`config.mk`:
```
export PLATFORM = sky130hd
export DESIGN_NAME = cbor_item_decoder_core_flat
export DESIGN_NICKNAME = d
export VERILOG_FILES = /design/src/cbor_dec_pkg.sv /design/src/cbor_dec_byte_if.sv /design/src/cbor_dec_token_if.sv /design/src/cbor_dec_widen.sv /design/src/cbor_item_decoder_core.sv /design/src/flat_wrapper.sv
export VERILOG_INCLUDE_DIRS = /design/src /design/src/src
export SDC_FILE = /design/constraint.sdc
export NUM_CORES = 1
export LEC_CHECK = 0
export BUFFER_PORTS_ARGS = -buffer_cell sky130_fd_sc_hd__buf_4
export CAP_MARGIN = 5
export CORE_ASPECT_RATIO = 1.25
export CORE_MARGIN = 2
export CORE_UTILIZATION = 44
export CTS_BUF_LIST = sky130_fd_sc_hd__clkbuf_8
export CTS_CLUSTER_SIZE = 12
export DETAILED_ROUTE_END_ITERATION = 12
export PLACE_DENSITY = 0.68
export REMOVE_ABC_BUFFERS = 1
export SLEW_MARGIN = 20
export SYNTH_ARGS = -nofsm -noshare
export SYNTH_HDL_FRONTEND = slang
export SYNTH_SLANG_ARGS = --single-unit
```
`constraint.sdc`:
```
create_clock -name clk -period 4.07 [get_ports clk]
set_clock_uncertainty 0.1 [all_clocks]
set_input_delay 0.6105 -clock clk [delete_from_list [all_inputs] [get_ports clk]]
set_output_delay 0.6105 -clock clk [all_outputs]
set_load 0.02 [all_outputs]
```
`src/cbor_item_decoder_core_assert.svh`:
```
// Assertion macros for the CBOR item decoder.
// No dependencies; included inside module bodies.
`ifndef CBOR_ITEM_DECODER_CORE_ASSERT_SVH
`define CBOR_ITEM_DECODER_CORE_ASSERT_SVH
`ifndef SYNTHESIS
`define CBOR_DEC_ASSERT_SAME(label, clk, rst, ante, cons) \
  label: assert property (@(posedge clk) disable iff (rst) (ante) |-> (cons)) \
    else $error("assertion failed: label");
`define CBOR_DEC_ASSERT_NEXT(label, clk, rst, ante, cons) \
  label: assert property (@(posedge clk) disable iff (rst) (ante) |=> (cons)) \
    else $error("assertion failed: label");
`else
`define CBOR_DEC_ASSERT_SAME(label, clk, rst, ante, cons)
`define CBOR_DEC_ASSERT_NEXT(label, clk, rst, ante, cons)
`endif
`endif

```
`src/cbor_dec_pkg.sv`:
```
// Shared types and constants for the CBOR item decoder.
// No dependencies.
package cbor_dec_pkg;

  typedef enum logic [3:0] {
    K_UINT   = 4'd0,
    K_NEGINT = 4'd1,
    K_TEXT   = 4'd2,
    K_ARRAY  = 4'd3,
    K_MAP    = 4'd4,
    K_BOOL   = 4'd5,
    K_NULL   = 4'd6,
    K_FLOAT  = 4'd7,
    K_END    = 4'd8,
    K_TBYTE  = 4'd9,
    K_ERROR  = 4'd10
  } kind_t;

  typedef enum logic [2:0] {
    E_NONE      = 3'd0,
    E_TRUNCATED = 3'd1,
    E_BAD_AI    = 3'd2,
    E_BAD_SIMPLE = 3'd3,
    E_BAD_MAJOR = 3'd4
  } err_t;

  localparam logic [2:0] MAJ_UINT   = 3'd0;
  localparam logic [2:0] MAJ_NEGINT = 3'd1;
  localparam logic [2:0] MAJ_BYTES  = 3'd2;
  localparam logic [2:0] MAJ_TEXT   = 3'd3;
  localparam logic [2:0] MAJ_ARRAY  = 3'd4;
  localparam logic [2:0] MAJ_MAP    = 3'd5;
  localparam logic [2:0] MAJ_TAG    = 3'd6;
  localparam logic [2:0] MAJ_SIMPLE = 3'd7;

  localparam logic [4:0] AI_FALSE      = 5'd20;
  localparam logic [4:0] AI_TRUE       = 5'd21;
  localparam logic [4:0] AI_NULL       = 5'd22;
  localparam logic [4:0] AI_DIRECT_MAX = 5'd23;
  localparam logic [4:0] AI_FLOAT32    = 5'd26;
  localparam logic [4:0] AI_FLOAT64    = 5'd27;

endpackage

```
`src/cbor_dec_byte_if.sv`:
```
// Input channel of the CBOR item decoder: stream bytes and end events.
// No dependencies.
interface cbor_dec_byte_if;
  logic       valid;
  logic       ready;
  logic       op;
  logic [7:0] data_byte;

  modport source(output valid, op, data_byte, input ready);
  modport sink(input valid, op, data_byte, output ready);
endinterface

```
`src/cbor_dec_token_if.sv`:
```
// Output channel of the CBOR item decoder: decoded tokens, at most one per input byte or end event.
// Depends on cbor_dec_pkg.
interface cbor_dec_token_if;
  import cbor_dec_pkg::*;

  logic        valid;
  logic        ready;
  kind_t       kind;
  logic [63:0] value;
  err_t        error_code;
  logic        last_text_byte;

  modport source(output valid, kind, value, error_code, last_text_byte, input ready);
  modport sink(input valid, kind, value, error_code, last_text_byte, output ready);
endinterface

```
`src/cbor_dec_widen.sv`:
```
// Float32 to float64 bit widening, including subnormals, infinity and NaN.
// Combinational; no dependencies.
module cbor_dec_widen (
  input  logic [31:0] sng,
  output logic [63:0] dbl
);
  localparam logic [10:0] NORM_BIAS = 11'd896;
  localparam logic [10:0] SUB_BIAS  = 11'd874;

  logic        sgn;
  logic [7:0]  exp_s;
  logic [22:0] man;
  logic [4:0]  top;
  logic [4:0]  sh;
  logic [22:0] frac;

  assign sgn   = sng[31];
  assign exp_s = sng[30:23];
  assign man   = sng[22:0];

  // position of the leading one of a subnormal mantissa
  always_comb begin
    top = 5'd0;
    for (int i = 0; i < 23; i++) begin
      if (man[i]) begin
        top = 5'(i);
      end
    end
  end

  assign sh   = 5'd23 - top;
  assign frac = man << sh;

  always_comb begin
    if (exp_s == 8'hFF) begin
      dbl = {sgn, 11'h7FF, man[22] | (|man), man[21:0], 29'b0};
    end else if (exp_s == 8'h00) begin
      if (man == 23'd0) begin
        dbl = {sgn, 63'b0};
      end else begin
        dbl = {sgn, 11'(top) + SUB_BIAS, frac, 29'b0};
      end
    end else begin
      dbl = {sgn, {3'b0, exp_s} + NORM_BIAS, man, 29'b0};
    end
  end
endmodule

```
`src/cbor_item_decoder_core.sv`:
```
// CBOR item decoder top level: byte register, header state, token register.
// Depends on cbor_dec_pkg, cbor_dec_byte_if, cbor_dec_token_if, cbor_dec_widen.
//
//   channel  dir  payload
//   bytes    in   op, data_byte
//   tokens   out  kind, value, error_code, last_text_byte
//
// One byte per cycle sustained while tokens are taken; a taken byte goes
// to the byte register, then is decoded into the token register.
// rst is synchronous: clears valid flags and all header state.
// A stalled token holds its register; the byte register keeps filling
// until both stages are full, then bytes.ready drops.
module cbor_item_decoder_core (
  input  logic                    clk,
  input  logic                    rst,
  cbor_dec_byte_if.sink           bytes,
  cbor_dec_token_if.source        tokens
);
  import cbor_dec_pkg::*;

  `include "cbor_item_decoder_core_assert.svh"

  typedef enum logic [3:0] {
    PH_IDLE  = 4'b0001,
    PH_ARG   = 4'b0010,
    PH_TEXT  = 4'b0100,
    PH_FAULT = 4'b1000
  } phase_t;

  // byte register
  logic        q_valid;
  logic        q_op;
  logic [7:0]  q_byte;

  // header state
  phase_t      phase, phase_next;
  logic [2:0]  pending_major, pending_major_next;
  logic [3:0]  arg_left, arg_left_next;
  logic [63:0] acc, acc_next;
  logic [63:0] text_left, text_left_next;
  logic        float_single, float_single_next;

  // token register
  logic        out_valid;
  kind_t       out_kind;
  logic [63:0] out_value;
  err_t        out_err;
  logic        out_last;

  logic        out_free;
  logic        adv;

  logic        has_res;
  kind_t       r_kind;
  logic [63:0] r_value;
  err_t        r_err;
  logic        r_last;

  logic [2:0]  major;
  logic [4:0]  ai;
  logic [63:0] acc_sh;
  logic [3:0]  arg_dec;
  logic [63:0] text_dec;
  logic        do_finish;
  logic [63:0] fin_arg;
  logic [2:0]  fin_major;
  logic        fin_single;
  logic [63:0] widened;

  assign out_free    = !out_valid || tokens.ready;
  assign adv         = q_valid && out_free;
  assign bytes.ready = !q_valid || adv;

  assign major    = q_byte[7:5];
  assign ai       = q_byte[4:0];
  assign acc_sh   = {acc[55:0], q_byte};
  assign arg_dec  = arg_left - 4'd1;
  assign text_dec = text_left - 64'd1;

  assign fin_arg    = (phase == PH_ARG) ? acc_sh : {59'b0, ai};
  assign fin_major  = (phase == PH_ARG) ? pending_major : major;
  assign fin_single = (phase == PH_ARG) ? float_single : 1'b0;

  cbor_dec_widen u_widen (
    .sng (fin_arg[31:0]),
    .dbl (widened)
  );

  always_comb begin
    phase_next         = phase;
    pending_major_next = pending_major;
    arg_left_next      = arg_left;
    acc_next           = acc;
    text_left_next     = text_left;
    float_single_next  = float_single;
    has_res            = 1'b0;
    r_kind             = K_END;
    r_value            = 64'd0;
    r_err              = E_NONE;
    r_last             = 1'b0;
    do_finish          = 1'b0;

    if (q_op) begin
      phase_next         = PH_IDLE;
      pending_major_next = 3'd0;
      arg_left_next      = 4'd0;
      acc_next           = 64'd0;
      text_left_next     = 64'd0;
      float_single_next  = 1'b0;
      has_res            = 1'b1;
      if (phase == PH_ARG || phase == PH_TEXT) begin
        r_kind = K_ERROR;
        r_err  = E_TRUNCATED;
      end
    end else begin
      case (phase)
        PH_ARG: begin
          acc_next      = acc_sh;
          arg_left_next = arg_dec;
          do_finish     = (arg_dec == 4'd0);
        end
        PH_TEXT: begin
          text_left_next = text_dec;
          has_res        = 1'b1;
          r_kind         = K_TBYTE;
          r_value        = {56'b0, q_byte};
          if (text_dec == 64'd0) begin
            r_last     = 1'b1;
            phase_next = PH_IDLE;
          end
        end
        PH_IDLE: begin
          pending_major_next = major;
          float_single_next  = 1'b0;
          if (major inside {MAJ_BYTES, MAJ_TAG}) begin
            has_res    = 1'b1;
            r_kind     = K_ERROR;
            r_err      = E_BAD_MAJOR;
            phase_next = PH_FAULT;
          end else if (major == MAJ_SIMPLE) begin
            case (ai)
              AI_FALSE, AI_TRUE: begin
                has_res = 1'b1;
                r_kind  = K_BOOL;
                r_value = {63'b0, ai == AI_TRUE};
              end
              AI_NULL: begin
                has_res = 1'b1;
                r_kind  = K_NULL;
              end
              AI_FLOAT32, AI_FLOAT64: begin
                float_single_next = (ai == AI_FLOAT32);
                acc_next          = 64'd0;
                arg_left_next     = 4'b0001 << ai[1:0];
                phase_next        = PH_ARG;
              end
              default: begin
                has_res    = 1'b1;
                r_kind     = K_ERROR;
                r_err      = E_BAD_SIMPLE;
                phase_next = PH_FAULT;
              end
            endcase
          end else if (ai > AI_FLOAT64) begin
            has_res    = 1'b1;
            r_kind     = K_ERROR;
            r_err      = E_BAD_AI;
            phase_next = PH_FAULT;
          end else if (ai <= AI_DIRECT_MAX) begin
            acc_next  = fin_arg;
            do_finish = 1'b1;
          end else begin
            acc_next      = 64'd0;
            arg_left_next = 4'b0001 << ai[1:0];
            phase_next    = PH_ARG;
          end
        end
        default: begin
        end
      endcase
    end

    if (do_finish) begin
      phase_next = PH_IDLE;
      has_res    = 1'b1;
      r_value    = fin_arg;
      case (fin_major)
        MAJ_UINT:   r_kind = K_UINT;
        MAJ_NEGINT: begin
          r_kind  = K_NEGINT;
          r_value = ~fin_arg;
        end
        MAJ_TEXT: begin
          r_kind = K_TEXT;
          if (fin_arg != 64'd0) begin
            phase_next     = PH_TEXT;
            text_left_next = fin_arg;
          end
        end
        MAJ_ARRAY:  r_kind = K_ARRAY;
        MAJ_MAP:    r_kind = K_MAP;
        default: begin
          r_kind = K_FLOAT;
          if (fin_single) begin
            r_value = widened;
          end
        end
      endcase
    end
  end

  always_ff @(posedge clk) begin
    if (rst) begin
      q_valid       <= 1'b0;
      out_valid     <= 1'b0;
      phase         <= PH_IDLE;
      pending_major <= 3'd0;
      arg_left      <= 4'd0;
      acc           <= 64'd0;
      text_left     <= 64'd0;
      float_single  <= 1'b0;
    end else begin
      if (bytes.ready) begin
        q_valid <= bytes.valid;
      end
      if (adv) begin
        out_valid     <= has_res;
        phase         <= phase_next;
        pending_major <= pending_major_next;
        arg_left      <= arg_left_next;
        acc           <= acc_next;
        text_left     <= text_left_next;
        float_single  <= float_single_next;
      end else if (tokens.ready) begin
        out_valid <= 1'b0;
      end
    end
  end

  always_ff @(posedge clk) begin
    if (bytes.ready) begin
      q_op   <= bytes.op;
      q_byte <= bytes.data_byte;
    end
    if (adv) begin
      out_kind  <= r_kind;
      out_value <= r_value;
      out_err   <= r_err;
      out_last  <= r_last;
    end
  end

  assign tokens.valid          = out_valid;
  assign tokens.kind           = out_kind;
  assign tokens.value          = out_value;
  assign tokens.error_code     = out_err;
  assign tokens.last_text_byte = out_last;

  `CBOR_DEC_ASSERT_NEXT(a_fault_silent, clk, rst, adv && phase == PH_FAULT && !q_op, !out_valid)
  `CBOR_DEC_ASSERT_SAME(a_arg_left_live, clk, rst, phase == PH_ARG, arg_left != 4'd0)
  `CBOR_DEC_ASSERT_SAME(a_text_left_live, clk, rst, phase == PH_TEXT, text_left != 64'd0)
  `CBOR_DEC_ASSERT_SAME(a_last_is_tbyte, clk, rst, out_valid && out_last, out_kind == K_TBYTE)
  `CBOR_DEC_ASSERT_NEXT(a_end_clears, clk, rst, adv && q_op, phase == PH_IDLE && acc == 64'd0)
endmodule
```
`src/flat_wrapper.sv`:
```
// flat-port wrapper written by rule: the top's interface ports become plain ports
module cbor_item_decoder_core_flat import cbor_dec_pkg::*;
  (clk, rst, bytes_valid, bytes_op, bytes_data_byte, bytes_ready, tokens_valid, tokens_kind, tokens_value, tokens_error_code, tokens_last_text_byte, tokens_ready);
  cbor_dec_byte_if bytes_i ();
  cbor_dec_token_if tokens_i ();
  input  logic clk;
  input  logic rst;
  input wire logic [$bits(bytes_i.valid)-1:0] bytes_valid;
  input wire logic [$bits(bytes_i.op)-1:0] bytes_op;
  input wire logic [$bits(bytes_i.data_byte)-1:0] bytes_data_byte;
  output wire logic [$bits(bytes_i.ready)-1:0] bytes_ready;
  output wire logic [$bits(tokens_i.valid)-1:0] tokens_valid;
  output wire logic [$bits(tokens_i.kind)-1:0] tokens_kind;
  output wire logic [$bits(tokens_i.value)-1:0] tokens_value;
  output wire logic [$bits(tokens_i.error_code)-1:0] tokens_error_code;
  output wire logic [$bits(tokens_i.last_text_byte)-1:0] tokens_last_text_byte;
  input wire logic [$bits(tokens_i.ready)-1:0] tokens_ready;
  assign bytes_i.valid = bytes_valid;
  assign bytes_i.op = bytes_op;
  assign bytes_i.data_byte = bytes_data_byte;
  assign bytes_ready = bytes_i.ready;
  assign tokens_valid = tokens_i.valid;
  assign tokens_kind = tokens_i.kind;
  assign tokens_value = tokens_i.value;
  assign tokens_error_code = tokens_i.error_code;
  assign tokens_last_text_byte = tokens_i.last_text_byte;
  assign tokens_i.ready = tokens_ready;
  cbor_item_decoder_core u_core (.clk(clk), .rst(rst), .bytes(bytes_i), .tokens(tokens_i));
endmodule
```
==> results.ini, run 1 <==
[clock_tree]
ctsHtreeMaxLevel=2
cts_sinks=215
cts_tree=yes
clk_pin_slew_worst_paths_ns=0.07
cts-root-buf=clkbuf_8
cts_setup_buffers=0
clockBufferDepth=3
cts_inserted_buffers=38
worstSkewPairLatency_ns=0.58

[synth]
syn_inst=1946
ys_warn_count=0
synthesis.area_um2=14500
synth-main-ff-cell=dfxtp_1
yosysSeqAreaShare_pct=35.2
async_reset_ff_share_pct=0
synth_seq_cells=215
syn_avg_cell_area_um2=7.46
synth_area_leaders=dfxtp_1, edfxtp_1, nand2_1
netlist.area_leader.share_pct=18.5
synth_cell_types=86
synth_edf_count=81
synth_top_cell_by_area=dfxtp_1

[die]
dieHeight_um=207
die_w_um=166
start_util_pct=44.6
pin_count=87
rows=74
fp.dieArea_um2=34500
core_area_um2=32600

[global_routing]
grt_usage_pct=33.5
grt_pass1_wl_um=91100
grt_max_degree=82
grt_overflow=0
first_global_vias=15200
antenna_found_initial=0

[routing]
drt_iter0_drc=1938
drtPass1Iterations=8
ant_nets=0
vias=16200
wl_per_cell_um=24.3
drc_errors=0
vias_per_cell=6.56
postRouteWirelength_um=59900

[setup_path]
required_ns=4.35
end_kind=flip-flop
reg2reg_depth=10
r2r_start=u_core.text_left[20]$_SDFFE_PP0P_
rrSetupSlack_ns=0.22
slowest_delay_ns=0.69
crit_top_cell=or4_1
crit_cells=10
start_kind=flip-flop
cp_cell_sequence=or4_1, nor4_2, buf_4, nand3_1, nor3_1, xnor2_1, nand2_1, or4_1, or4_1, a2111oi_2
cp-startpoint=u_core.text_left[20]$_SDFFE_PP0P_
crit_buf_inv=1
cp_data_arrival_time_ns=4.14
worstPathMaxFanout=8
path_class=reg2reg
crit_family=simple AND/OR/NAND/NOR gates
endpoint=u_core.tokens.last_text_byte$_SDFFCE_PP0P_
crit_slowest_cell=or4_1
reg2reg_to=u_core.tokens.last_text_byte$_SDFFCE_PP0P_

[timing]
period_share_pct=94.7
rsz0062_at_grt=false
worstMarginPinSlew_ns=0.865
finalWorstSetupSlack_ns=0.215
maxSlewHeadroom_pct=41.8
max_freq_ghz=0.259
finalSetupViolCount=0
slew_viol_final=0
layout_min_cycle_time_ns=3.85
hold_viol_final=0

[outcome]
status=finished, final reports clean

[power_and_ir_drop]
netSwitchingPower_mw=1.73
leakagePower_nw=5.82
seq_power_share_pct=42.5
pwr-share-clk_pct=38.8
comb_power_share_pct=18.7
power_density_nw_per_um2=329
switching_share_pct=31.2
peakVddDrop_v=0.000223
intPower_mw=3.81

[cells_and_area]
drive_gt1_share_pct=15.4
insertedDiodeCount=0
final_cells=2463
area_growth_pct=15.8
nNetsFinal=2035

[placement]
portBuffers=86
dpl.hpwl_um=44100
dp.cells=2392
dp_slack_ns=0.189
gp_congestion=1.03

[flow_run]
drv_cap=0

[worst_hold_path]
hp-class=in2reg

through the flow:
step | total power [mW] | util (%) | TNS (ns) | hold slack [ns] | cell area, µm²
2_1_floorplan | 2.98 | - | -1183.54 | 0.351 | 13800
3_5_place_dp | 3.41 | 49.1 | 0 | 0.381 | 16000
3_3_place_gp | 3.41 | 49.1 | 0 | 0.376 | 16000
6_report | 5.54 | 51.6 | 0 | 0.112 | 16800
4_1_cts | 5.56 | 51.5 | 0 | 0.0830 | 16800
5_1_grt | 5.74 | 51.6 | 0 | 0.0967 | 16800
cells in the final DEF, fill, tap and decap left out, types with 10 or more instances in the layout:
| cell type | netlist | layout |
|---|---|---|
| a211oi_1 | 28 | 28 |
| a21oi_1 | 177 | 177 |
| a221oi_1 | 18 | 18 |
| a22oi_1 | 40 | 40 |
| a31oi_1 | 20 | 20 |
| and3_1 | 10 | 10 |
| buf_4 | 1 | 204 |
| clkbuf_8 | 0 | 43 |
| dfxtp_1 | 134 | 134 |
| edfxtp_1 | 81 | 81 |
| inv_1 | 26 | 38 |
| nand2_1 | 248 | 248 |
| nand2b_1 | 17 | 15 |
| nand3_1 | 93 | 93 |
| nand4_1 | 21 | 21 |
| nor2_1 | 227 | 225 |
| nor3_1 | 108 | 108 |
| nor4_1 | 41 | 41 |
| o21ai_0 | 139 | 139 |
| o22ai_1 | 11 | 11 |
| o31ai_1 | 19 | 18 |
| o41ai_1 | 13 | 13 |
| or3_1 | 21 | 21 |
| or4_1 | 16 | 16 |
| xnor2_1 | 38 | 38 |
| xor2_1 | 15 | 15 |
power groups by stage:
| stage | clock, mW | sequential [mW] | combinational, mW |
|---|---|---|---|
| 2_1_floorplan | 0 | 2.45 | 0.532 |
| 3_3_place_gp | 0 | 2.39 | 1.02 |
| 3_5_place_dp | 0 | 2.40 | 1.01 |
| 4_1_cts | 2.19 | 2.35 | 1.02 |
| 5_1_grt | 2.28 | 2.36 | 1.11 |
| 6_report | 2.15 | 2.35 | 1.04 |
final cells by class:
class                      count  area [µm²]
fill                        3255       15800
multi-input combinational   1523        8660
sequential                   215        5110
timing repair buffer         208        1610
clock buffer                  43         592
tap                          418         523
clock inverter                27         203
inverter                      29         111
layer usage:
layer  vias to the layer above  routed length (µm)  track usage [%]
li1                       7342                   -                -
met1                      7648               22600             41.1
met2                       955               28000             54.5
met3                       212                4900             5.06
met4                         0                4380             22.2
met5                         -                   0                0
cell usage after synthesis (17+ instances only):
library cell and count:
nand3_1 93, a31oi_1 20, a211oi_1 28, a221oi_1 18, nor3_1 108, a22oi_1 40, or3_1 21, inv_1 26
o31ai_1 19, a21oi_1 177, nand2b_1 17, edfxtp_1 81, nand4_1 21, xnor2_1 38, o21ai_0 139, clkbuf_1 162
nor2_1 227, dfxtp_1 134, nand2_1 248, nor4_1 41
how the worst min path moves through the flow:
| stage | startpoint | endpoint | slack, ns | cells after the start |
|---|---|---|---|---|
| final | bytes_data_byte[2] | u_core.q_byte[2]$_DFFE_PP_ | 0.11 | 1 |
| after global routing | bytes_op | u_core.q_op$_DFFE_PP_ | 0.1 | 1 |
| after CTS | bytes_data_byte[2] | u_core.q_byte[2]$_DFFE_PP_ | 0.08 | 1 |
| after detailed placement | u_core.acc[52]$_SDFFE_PP0P_ | u_core.acc[52]$_SDFFE_PP0P_ | 0.38 | 2 |
| after global placement | u_core.acc[52]$_SDFFE_PP0P_ | u_core.acc[52]$_SDFFE_PP0P_ | 0.38 | 2 |
| after floorplan | u_core.acc[51]$_SDFFE_PP0P_ | u_core.acc[51]$_SDFFE_PP0P_ | 0.35 | 2 |
kinds of logic after synthesis:
group / synth area share, %
adders and majority gates: 0.603
buffers and inverters: 5.52
xor gates and xnor gates: 3.20
AOI/OAI and AO/OA: 25.2
muxes: 1.49
DFF: 35.2
and+or+nand+nor: 28.7
what timing repair did:
item,4_1_cts,5_1_grt
endpoints found under the setup margin,0,1
resized for setup,0,1
hold buffers,0,0
sequential cells by signal (all words and copies together), names as in the netlist, 3 cells and up:
name / cells
u_core.acc: 56
u_core.arg_left: 4
u_core.phase: 4
u_core.pending_major: 3
u_core.tokens.error_code: 3
u_core.tokens.kind: 4
u_core.text_left: 64
u_core.q_byte: 8
u_core.tokens.value: 64
worst register-to-register path: stages, from the launching register on:
cell       delay [ns]
dfxtp_1          0.38
or4_1            0.69
nor4_2           0.30
buf_4            0.19
nand3_1          0.22
nor3_1           0.25
xnor2_1          0.19
nand2_1          0.08
or4_1            0.49
or4_1            0.55
a2111oi_2        0.22
Power figures use the tool's default switching activity.
==> run 2: changes to the inputs <==
--- a/config.mk
+++ b/config.mk
@@ -14,6 +14,7 @@
 export CTS_BUF_LIST = sky130_fd_sc_hd__clkbuf_8
 export CTS_CLUSTER_SIZE = 12
 export DETAILED_ROUTE_END_ITERATION = 12
+export GPL_TIMING_DRIVEN = 0
 export PLACE_DENSITY = 0.68
 export REMOVE_ABC_BUFFERS = 1
 export SLEW_MARGIN = 20
==> run 2 against run 1 <==
  * Worst hold slack better by 0.0038 ns
  * Total power fell by 3.6%
  * Final area down 0.52%
  * Fmax fell by 3.7%
  * Core utilization fell by 0.27 points
  * Register-to-register slack lost 0.15 ns
  * Clock power decreased by 11%
  * Largest cell class unchanged
  * Largest power group unchanged
  * Highest routed layer unchanged
==> results.ini, run 2 (same netlist as run 1, synthesis figures left out) <==
[cells_and_area]
utilization_pct=51.3  ; -0.27 points
layout_commonest_cell=nand2_1
final_area_um2=16700  ; -0.52%
final_cells=2400  ; -2.6%
nNetsFinal=1977  ; -2.9%
area_growth_pct=15.2
layout_common_cells=nand2_1, nor2_1, a21oi_1
insertedDiodeCount=0  ; unchanged
drive_gt1_share_pct=15.2  ; -0.17 points

[clock_tree]
ctsHtreeMaxLevel=2  ; unchanged
ctsHoldBuffers=0  ; unchanged
cts_inserted_buffers=37  ; -2.6%
cts_sinks=215  ; unchanged
clk_pin_slew_worst_paths_ns=0.07  ; about the same
clockBufferDepth=3  ; unchanged
worstSkewPairLatency_ns=0.59  ; about the same
cts-root-buf=clkbuf_8
cts_tree=yes

[power_and_ir_drop]
total_power_mw=5.34  ; -3.6%
netSwitchingPower_mw=1.70  ; -2.0%
intPower_mw=3.64  ; -4.3%
comb_power_share_pct=19.7  ; +1.0 points
pwr-share-clk_pct=35.9  ; -2.9 points
switching_share_pct=31.7  ; +0.52 points
peakVddDrop_v=0.000207  ; -7.0%
leakagePower_nw=5.61  ; -3.7%
power_density_nw_per_um2=319  ; -3.1%
seq_power_share_pct=44.3  ; +1.8 points

[timing]
slew_viol_final=0  ; unchanged
hold_viol_final=0  ; unchanged
tns_ns=0  ; unchanged
period_share_pct=98.3  ; +3.6 points
max_freq_ghz=0.250  ; -3.7%
rsz0062_at_grt=false
worstMarginPinSlew_ns=1.14  ; +0.272 ns
maxSlewHeadroom_pct=24.2  ; -18 points
layout_min_cycle_time_ns=4.00  ; +0.147 ns
finalSetupViolCount=0  ; unchanged

[setup_path]
required_ns=4.35  ; about the same
crit_top_cell=or4_1
worstPathMaxFanout=12  ; +4
slowest_delay_ns=0.59  ; -0.10 ns
crit_slowest_cell=or4_1
path_class=reg2reg
cp_cell_sequence=nor4_1, nand4_1, nor4_2, nand4_1, or4_4, or4_1, or4_1, or4_1, a2111oi_4
rrSetupSlack_ns=0.07  ; -0.15 ns
start_kind=flip-flop
end_kind=flip-flop
crit_buf_inv=0  ; -1
cp_data_arrival_time_ns=4.28  ; +0.14 ns
crit_family=simple AND/OR/NAND/NOR gates

[global_routing]
grt_max_degree=136  ; +66%
grt_pass1_wl_um=88300  ; -3.0%
use_met3_pct=6.00  ; +0.94 points
grt_usage_pct=32.5  ; -0.95 points
use_met2_pct=52.3  ; -2.2 points
busiest_layer=met2
first_global_vias=14600  ; -3.8%
grt_overflow=0  ; unchanged
antenna_found_initial=0  ; unchanged
gr-usage-met1_pct=39.8  ; -1.3 points

[placement]
dpl.hpwl_um=40700  ; -7.7%
portBuffers=86  ; unchanged
gp_congestion=0.962  ; -6.5%
dp.cells=2299  ; -3.9%
placed_area_um2=15400  ; -3.4%

[routing]
vias=16100  ; -0.66%
drt_iter0_drc=1942  ; +0.21%
drtPass1Iterations=7  ; -1
drc_errors=0  ; unchanged
ant_nets=0  ; unchanged
postRouteWirelength_um=58500  ; -2.3%
vias_per_cell=6.69  ; +1.9%
wl_per_cell_um=24.4  ; +0.23%

[die]
rows=74  ; unchanged
die_w_um=166  ; unchanged
dieHeight_um=207  ; unchanged
pin_count=87  ; unchanged
fp.dieArea_um2=34500  ; unchanged
core_area_um2=32600  ; unchanged
start_util_pct=44.6  ; unchanged

[outcome]
status=finished, final reports clean

[flow_run]
drv_cap=0  ; unchanged

[worst_hold_path]
hp-class=in2reg

## run 2: changes by cell type in the layout (fill, tap and decap cells not counted), sizes merged
cell,delta
inv,-1
clkbuf,-2
clkinv,-1
o311a,+1
buf,-62
bufinv,-2
or4b,+2
clkinvlp,+1
nand2b,+1
## run 2: power by group through the flow
stage          sequential (mW)  clock (mW)  combinational [mW]
6_report                  2.37        1.92                1.05
5_1_grt                   2.37        2.04                1.12
4_1_cts                   2.38        1.96               0.978
3_5_place_dp              2.42           0               0.940
3_3_place_gp              2.43           0               0.898
2_1_floorplan             2.45           0               0.532
## run 2: worst paths after layout
check	startpoint	to	cells past startpoint
max	u_core.text_left[42]$_SDFFE_PP0P_	u_core.tokens.last_text_byte$_SDFFCE_PP0P_	9
min	bytes_op	u_core.q_op$_DFFE_PP_	1
min reg2reg	u_core.text_left[40]$_SDFFE_PP0P_	u_core.text_left[40]$_SDFFE_PP0P_	2
max reg2reg	u_core.text_left[42]$_SDFFE_PP0P_	u_core.tokens.last_text_byte$_SDFFCE_PP0P_	9
## run 2: routing by layer
layer  vias up  share of wire (%)
met2       909                 46
li1       7249                  -
met3       261                9.0
met4         0                7.5
met1      7631                 37
met5         -                  0
## run 2: what timing repair did
action                                  CTS  global route
endpoints found under the hold margin     0             0
buffers inserted                          7            25
endpoints found under the setup margin  116            64
pin swaps                                 4             3
gates resized for setup                  41            26
gates cloned                              4             1
## run 2: cell type report
class                           instances  area (µm²)
Fill cell                            3212       15900
Clock buffer                           41         564
Tap cell                              418         523
Timing Repair inverter                  1        5.00
Timing Repair Buffer                  146        1250
Clock inverter                         23         129
Inverter                               29         124
Multi-Input combinational cell       1527        9010
Sequential cell                       215        5120
## run 2: per-stage QoR
step	hold slack, ns	setup WS, ns
2_1_floorplan	0.351	-7.07
3_3_place_gp	0.371	-14.35
3_5_place_dp	0.391	-1.10
4_1_cts	0.101	0.00410
5_1_grt	0.108	0.00128
6_report	0.116	0.0682
==> run 3: changes to the inputs <==
--- a/config.mk
+++ b/config.mk
@@ -10,12 +10,12 @@
 export CAP_MARGIN = 5
 export CORE_ASPECT_RATIO = 1.25
 export CORE_MARGIN = 2
-export CORE_UTILIZATION = 44
+export CORE_UTILIZATION = 45
 export CTS_BUF_LIST = sky130_fd_sc_hd__clkbuf_8
 export CTS_CLUSTER_SIZE = 12
 export DETAILED_ROUTE_END_ITERATION = 12
 export GPL_TIMING_DRIVEN = 0
-export PLACE_DENSITY = 0.68
+export PLACE_DENSITY = 0.69
 export REMOVE_ABC_BUFFERS = 1
 export SLEW_MARGIN = 20
 export SYNTH_ARGS = -nofsm -noshare
==> run 3 against run 2 <==
  * Non-clock buffer count down 15
  * First-iteration DRC count shrank 7.5%
  * Total power grew 3.5%
  * Critical endpoint is now u_core.tokens.value[40]$_SDFFCE_PN0P_
==> results.ini, run 3 (same netlist as run 1, synthesis figures left out) <==
[routing]
drtPass1Iterations=9  ; +2
postRouteWirelength_um=57900  ; -0.89%
vias=15900  ; -0.95%
drc_errors=0  ; unchanged
drt_iter0_drc=1797  ; -7.5%
wl_per_cell_um=24.3  ; -0.22%
ant_nets=0  ; unchanged
vias_per_cell=6.67  ; -0.28%

[power_and_ir_drop]
peakVddDrop_v=0.000241  ; +16%
leakagePower_nw=5.58  ; -0.37%
power_density_nw_per_um2=330  ; +3.4%
total_power_mw=5.53  ; +3.5%

[worst_hold_path]
hold_path_depth=1  ; unchanged
min-delay-start=bytes_op
hp-class=in2reg
min_to=u_core.q_op$_DFFE_PP_

[cells_and_area]
nNetsFinal=1962  ; -0.76%
drive_gt1_share_pct=15.4  ; +0.18 points
utilization_pct=52.7  ; +1.3 points
layout_common_cells=nand2_1, nor2_1, a21oi_1
layout_commonest_cell=nand2_1
fillers=3066  ; -4.5%
insertedDiodeCount=0  ; unchanged
area_growth_pct=15.3  ; about the same

[setup_path]
crit_family=compound AO/OA/AOI/OAI gates
reg2reg_depth=9  ; unchanged
end_kind=flip-flop
worstPathMaxFanout=14  ; +2
cp_data_arrival_time_ns=4.34  ; +0.06 ns
required_ns=4.36  ; about the same
slowest_delay_ns=0.82  ; +0.23 ns
path_class=reg2reg
rrSetupSlack_ns=0.02  ; -0.05 ns
start_kind=flip-flop
crit_buf_inv=0  ; unchanged
r2r_start=u_core.q_byte[6]$_DFFE_PP_
cp_cell_sequence=nand2b_1, a21o_1, a211o_1, a211oi_2, or3_1, mux2i_1, o311ai_1, nand3_1, a221oi_1
crit_slowest_cell=o311ai_1
reg2reg_to=u_core.tokens.value[40]$_SDFFCE_PN0P_

[die]
dieHeight_um=205  ; -1.1%
core_area_um2=31800  ; -2.5%
die_w_um=165  ; -1.1%
start_util_pct=45.7  ; +1.1 points
pin_count=87  ; unchanged
fp.dieArea_um2=33700  ; -2.2%
rows=73  ; -1.4%

[clock_tree]
worstSkewPairLatency_ns=0.58  ; about the same
cts_sinks=215  ; unchanged
cts_inserted_buffers=38  ; +2.7%
cts-root-buf=clkbuf_8
clockBufferDepth=3  ; unchanged
clk_pin_slew_worst_paths_ns=0.06  ; about the same
cts_tree=yes
ctsHtreeMaxLevel=2  ; unchanged

[placement]
dpl.hpwl_um=40900  ; +0.64%
gp_congestion=0.985  ; +2.4%
portBuffers=86  ; unchanged
dp_slack_ns=-1.19  ; -0.0931 ns

[timing]
period_share_pct=99.6  ; +1.2 points
rsz0062_at_grt=true
finalSetupViolCount=0  ; unchanged
finalWorstSetupSlack_ns=0.0180  ; -0.0502 ns
max_freq_ghz=0.247  ; -1.2%
tns_ns=0  ; unchanged
worstMarginPinSlew_ns=1.14  ; +0.00186 ns
layout_min_cycle_time_ns=4.05  ; +0.0502 ns
hold_viol_final=0  ; unchanged
maxSlewHeadroom_pct=24.0  ; -0.12 points
slew_viol_final=0  ; unchanged
holdWs_ns=0.111  ; -0.00486 ns

[global_routing]
antenna_found_initial=2  ; +2
grt_usage_pct=33.9  ; +1.4 points
first_global_vias=14800  ; +1.1%
grt_max_degree=136  ; unchanged
grt_pass1_wl_um=87800  ; -0.55%
grt_overflow=0  ; unchanged

[flow_run]
drv_cap=0  ; unchanged

[outcome]
status=finished, final reports clean

## run 3: how the worst max path moves through the flow
stage,cells past startpoint,start,slack (ns),endpoint
floorplan,8,u_core.phase[1]$_SDFFE_PP0P_,-7.07,u_core.text_left[49]$_SDFFE_PP0P_
global placement,8,u_core.phase[1]$_SDFFE_PP0P_,-13.91,u_core.text_left[49]$_SDFFE_PP0P_
detailed placement,9,u_core.phase[0]$_SDFFE_PP1P_,-1.19,u_core.text_left[49]$_SDFFE_PP0P_
CTS,13,u_core.phase[0]$_SDFFE_PP1P_,0.01,u_core.tokens.value[48]$_SDFFCE_PN0P_
global route,10,u_core.phase[1]$_SDFFE_PP0P_,-0.18,u_core.tokens.value[40]$_SDFFCE_PN0P_
finish,9,u_core.q_byte[6]$_DFFE_PP_,0.02,u_core.tokens.value[40]$_SDFFCE_PN0P_
## run 3: final cells by class
cell class | count | area (µm²) | share of cell area (%)
well taps | 412 | 515 | 3.08
flip-flops and latches | 215 | 5120 | 30.6
multi-input cells | 1526 | 9050 | 54.1
clock buffers | 45 | 619 | 3.70
repair buffers | 131 | 1130 | 6.73
inverters | 29 | 129 | 0.770
clock inverters | 25 | 174 | 1.04
repair inverters | 1 | 5.00 | 0.0299
## run 3: what timing repair did
item,4_1_cts,5_1_grt
endpoints found under the hold margin,0,0
endpoints found under the setup margin,116,58
gates resized for setup,34,42
gates cloned,4,0
hold buffers,0,0
pin swaps,5,3
setup buffers,5,11
## run 3: metal layers
layer  global-route usage [%]  share of wire, %  vias to the layer above
met5                        0                 0                        -
met4                     23.0               7.6                        0
met3                     5.89               7.9                      242
met2                     55.0                47                      897
met1                     40.9                38                     7543
li1                         -                 -                     7216
## run 3: per-stage QoR
stage	instance area, µm²	instances
floorplan	13800	1767
finish	16700	2384
detailed placement	15400	2294
CTS	16500	2373
global placement	15000	2265
global route	16700	2384
## run 3: where the power goes
group          switching, mW  leakage, nW  internal (mW)
clock network          0.965        0.458           1.15
logic                  0.690         3.30          0.349
registers             0.0774         1.83           2.30
total                   1.73         5.58           3.79
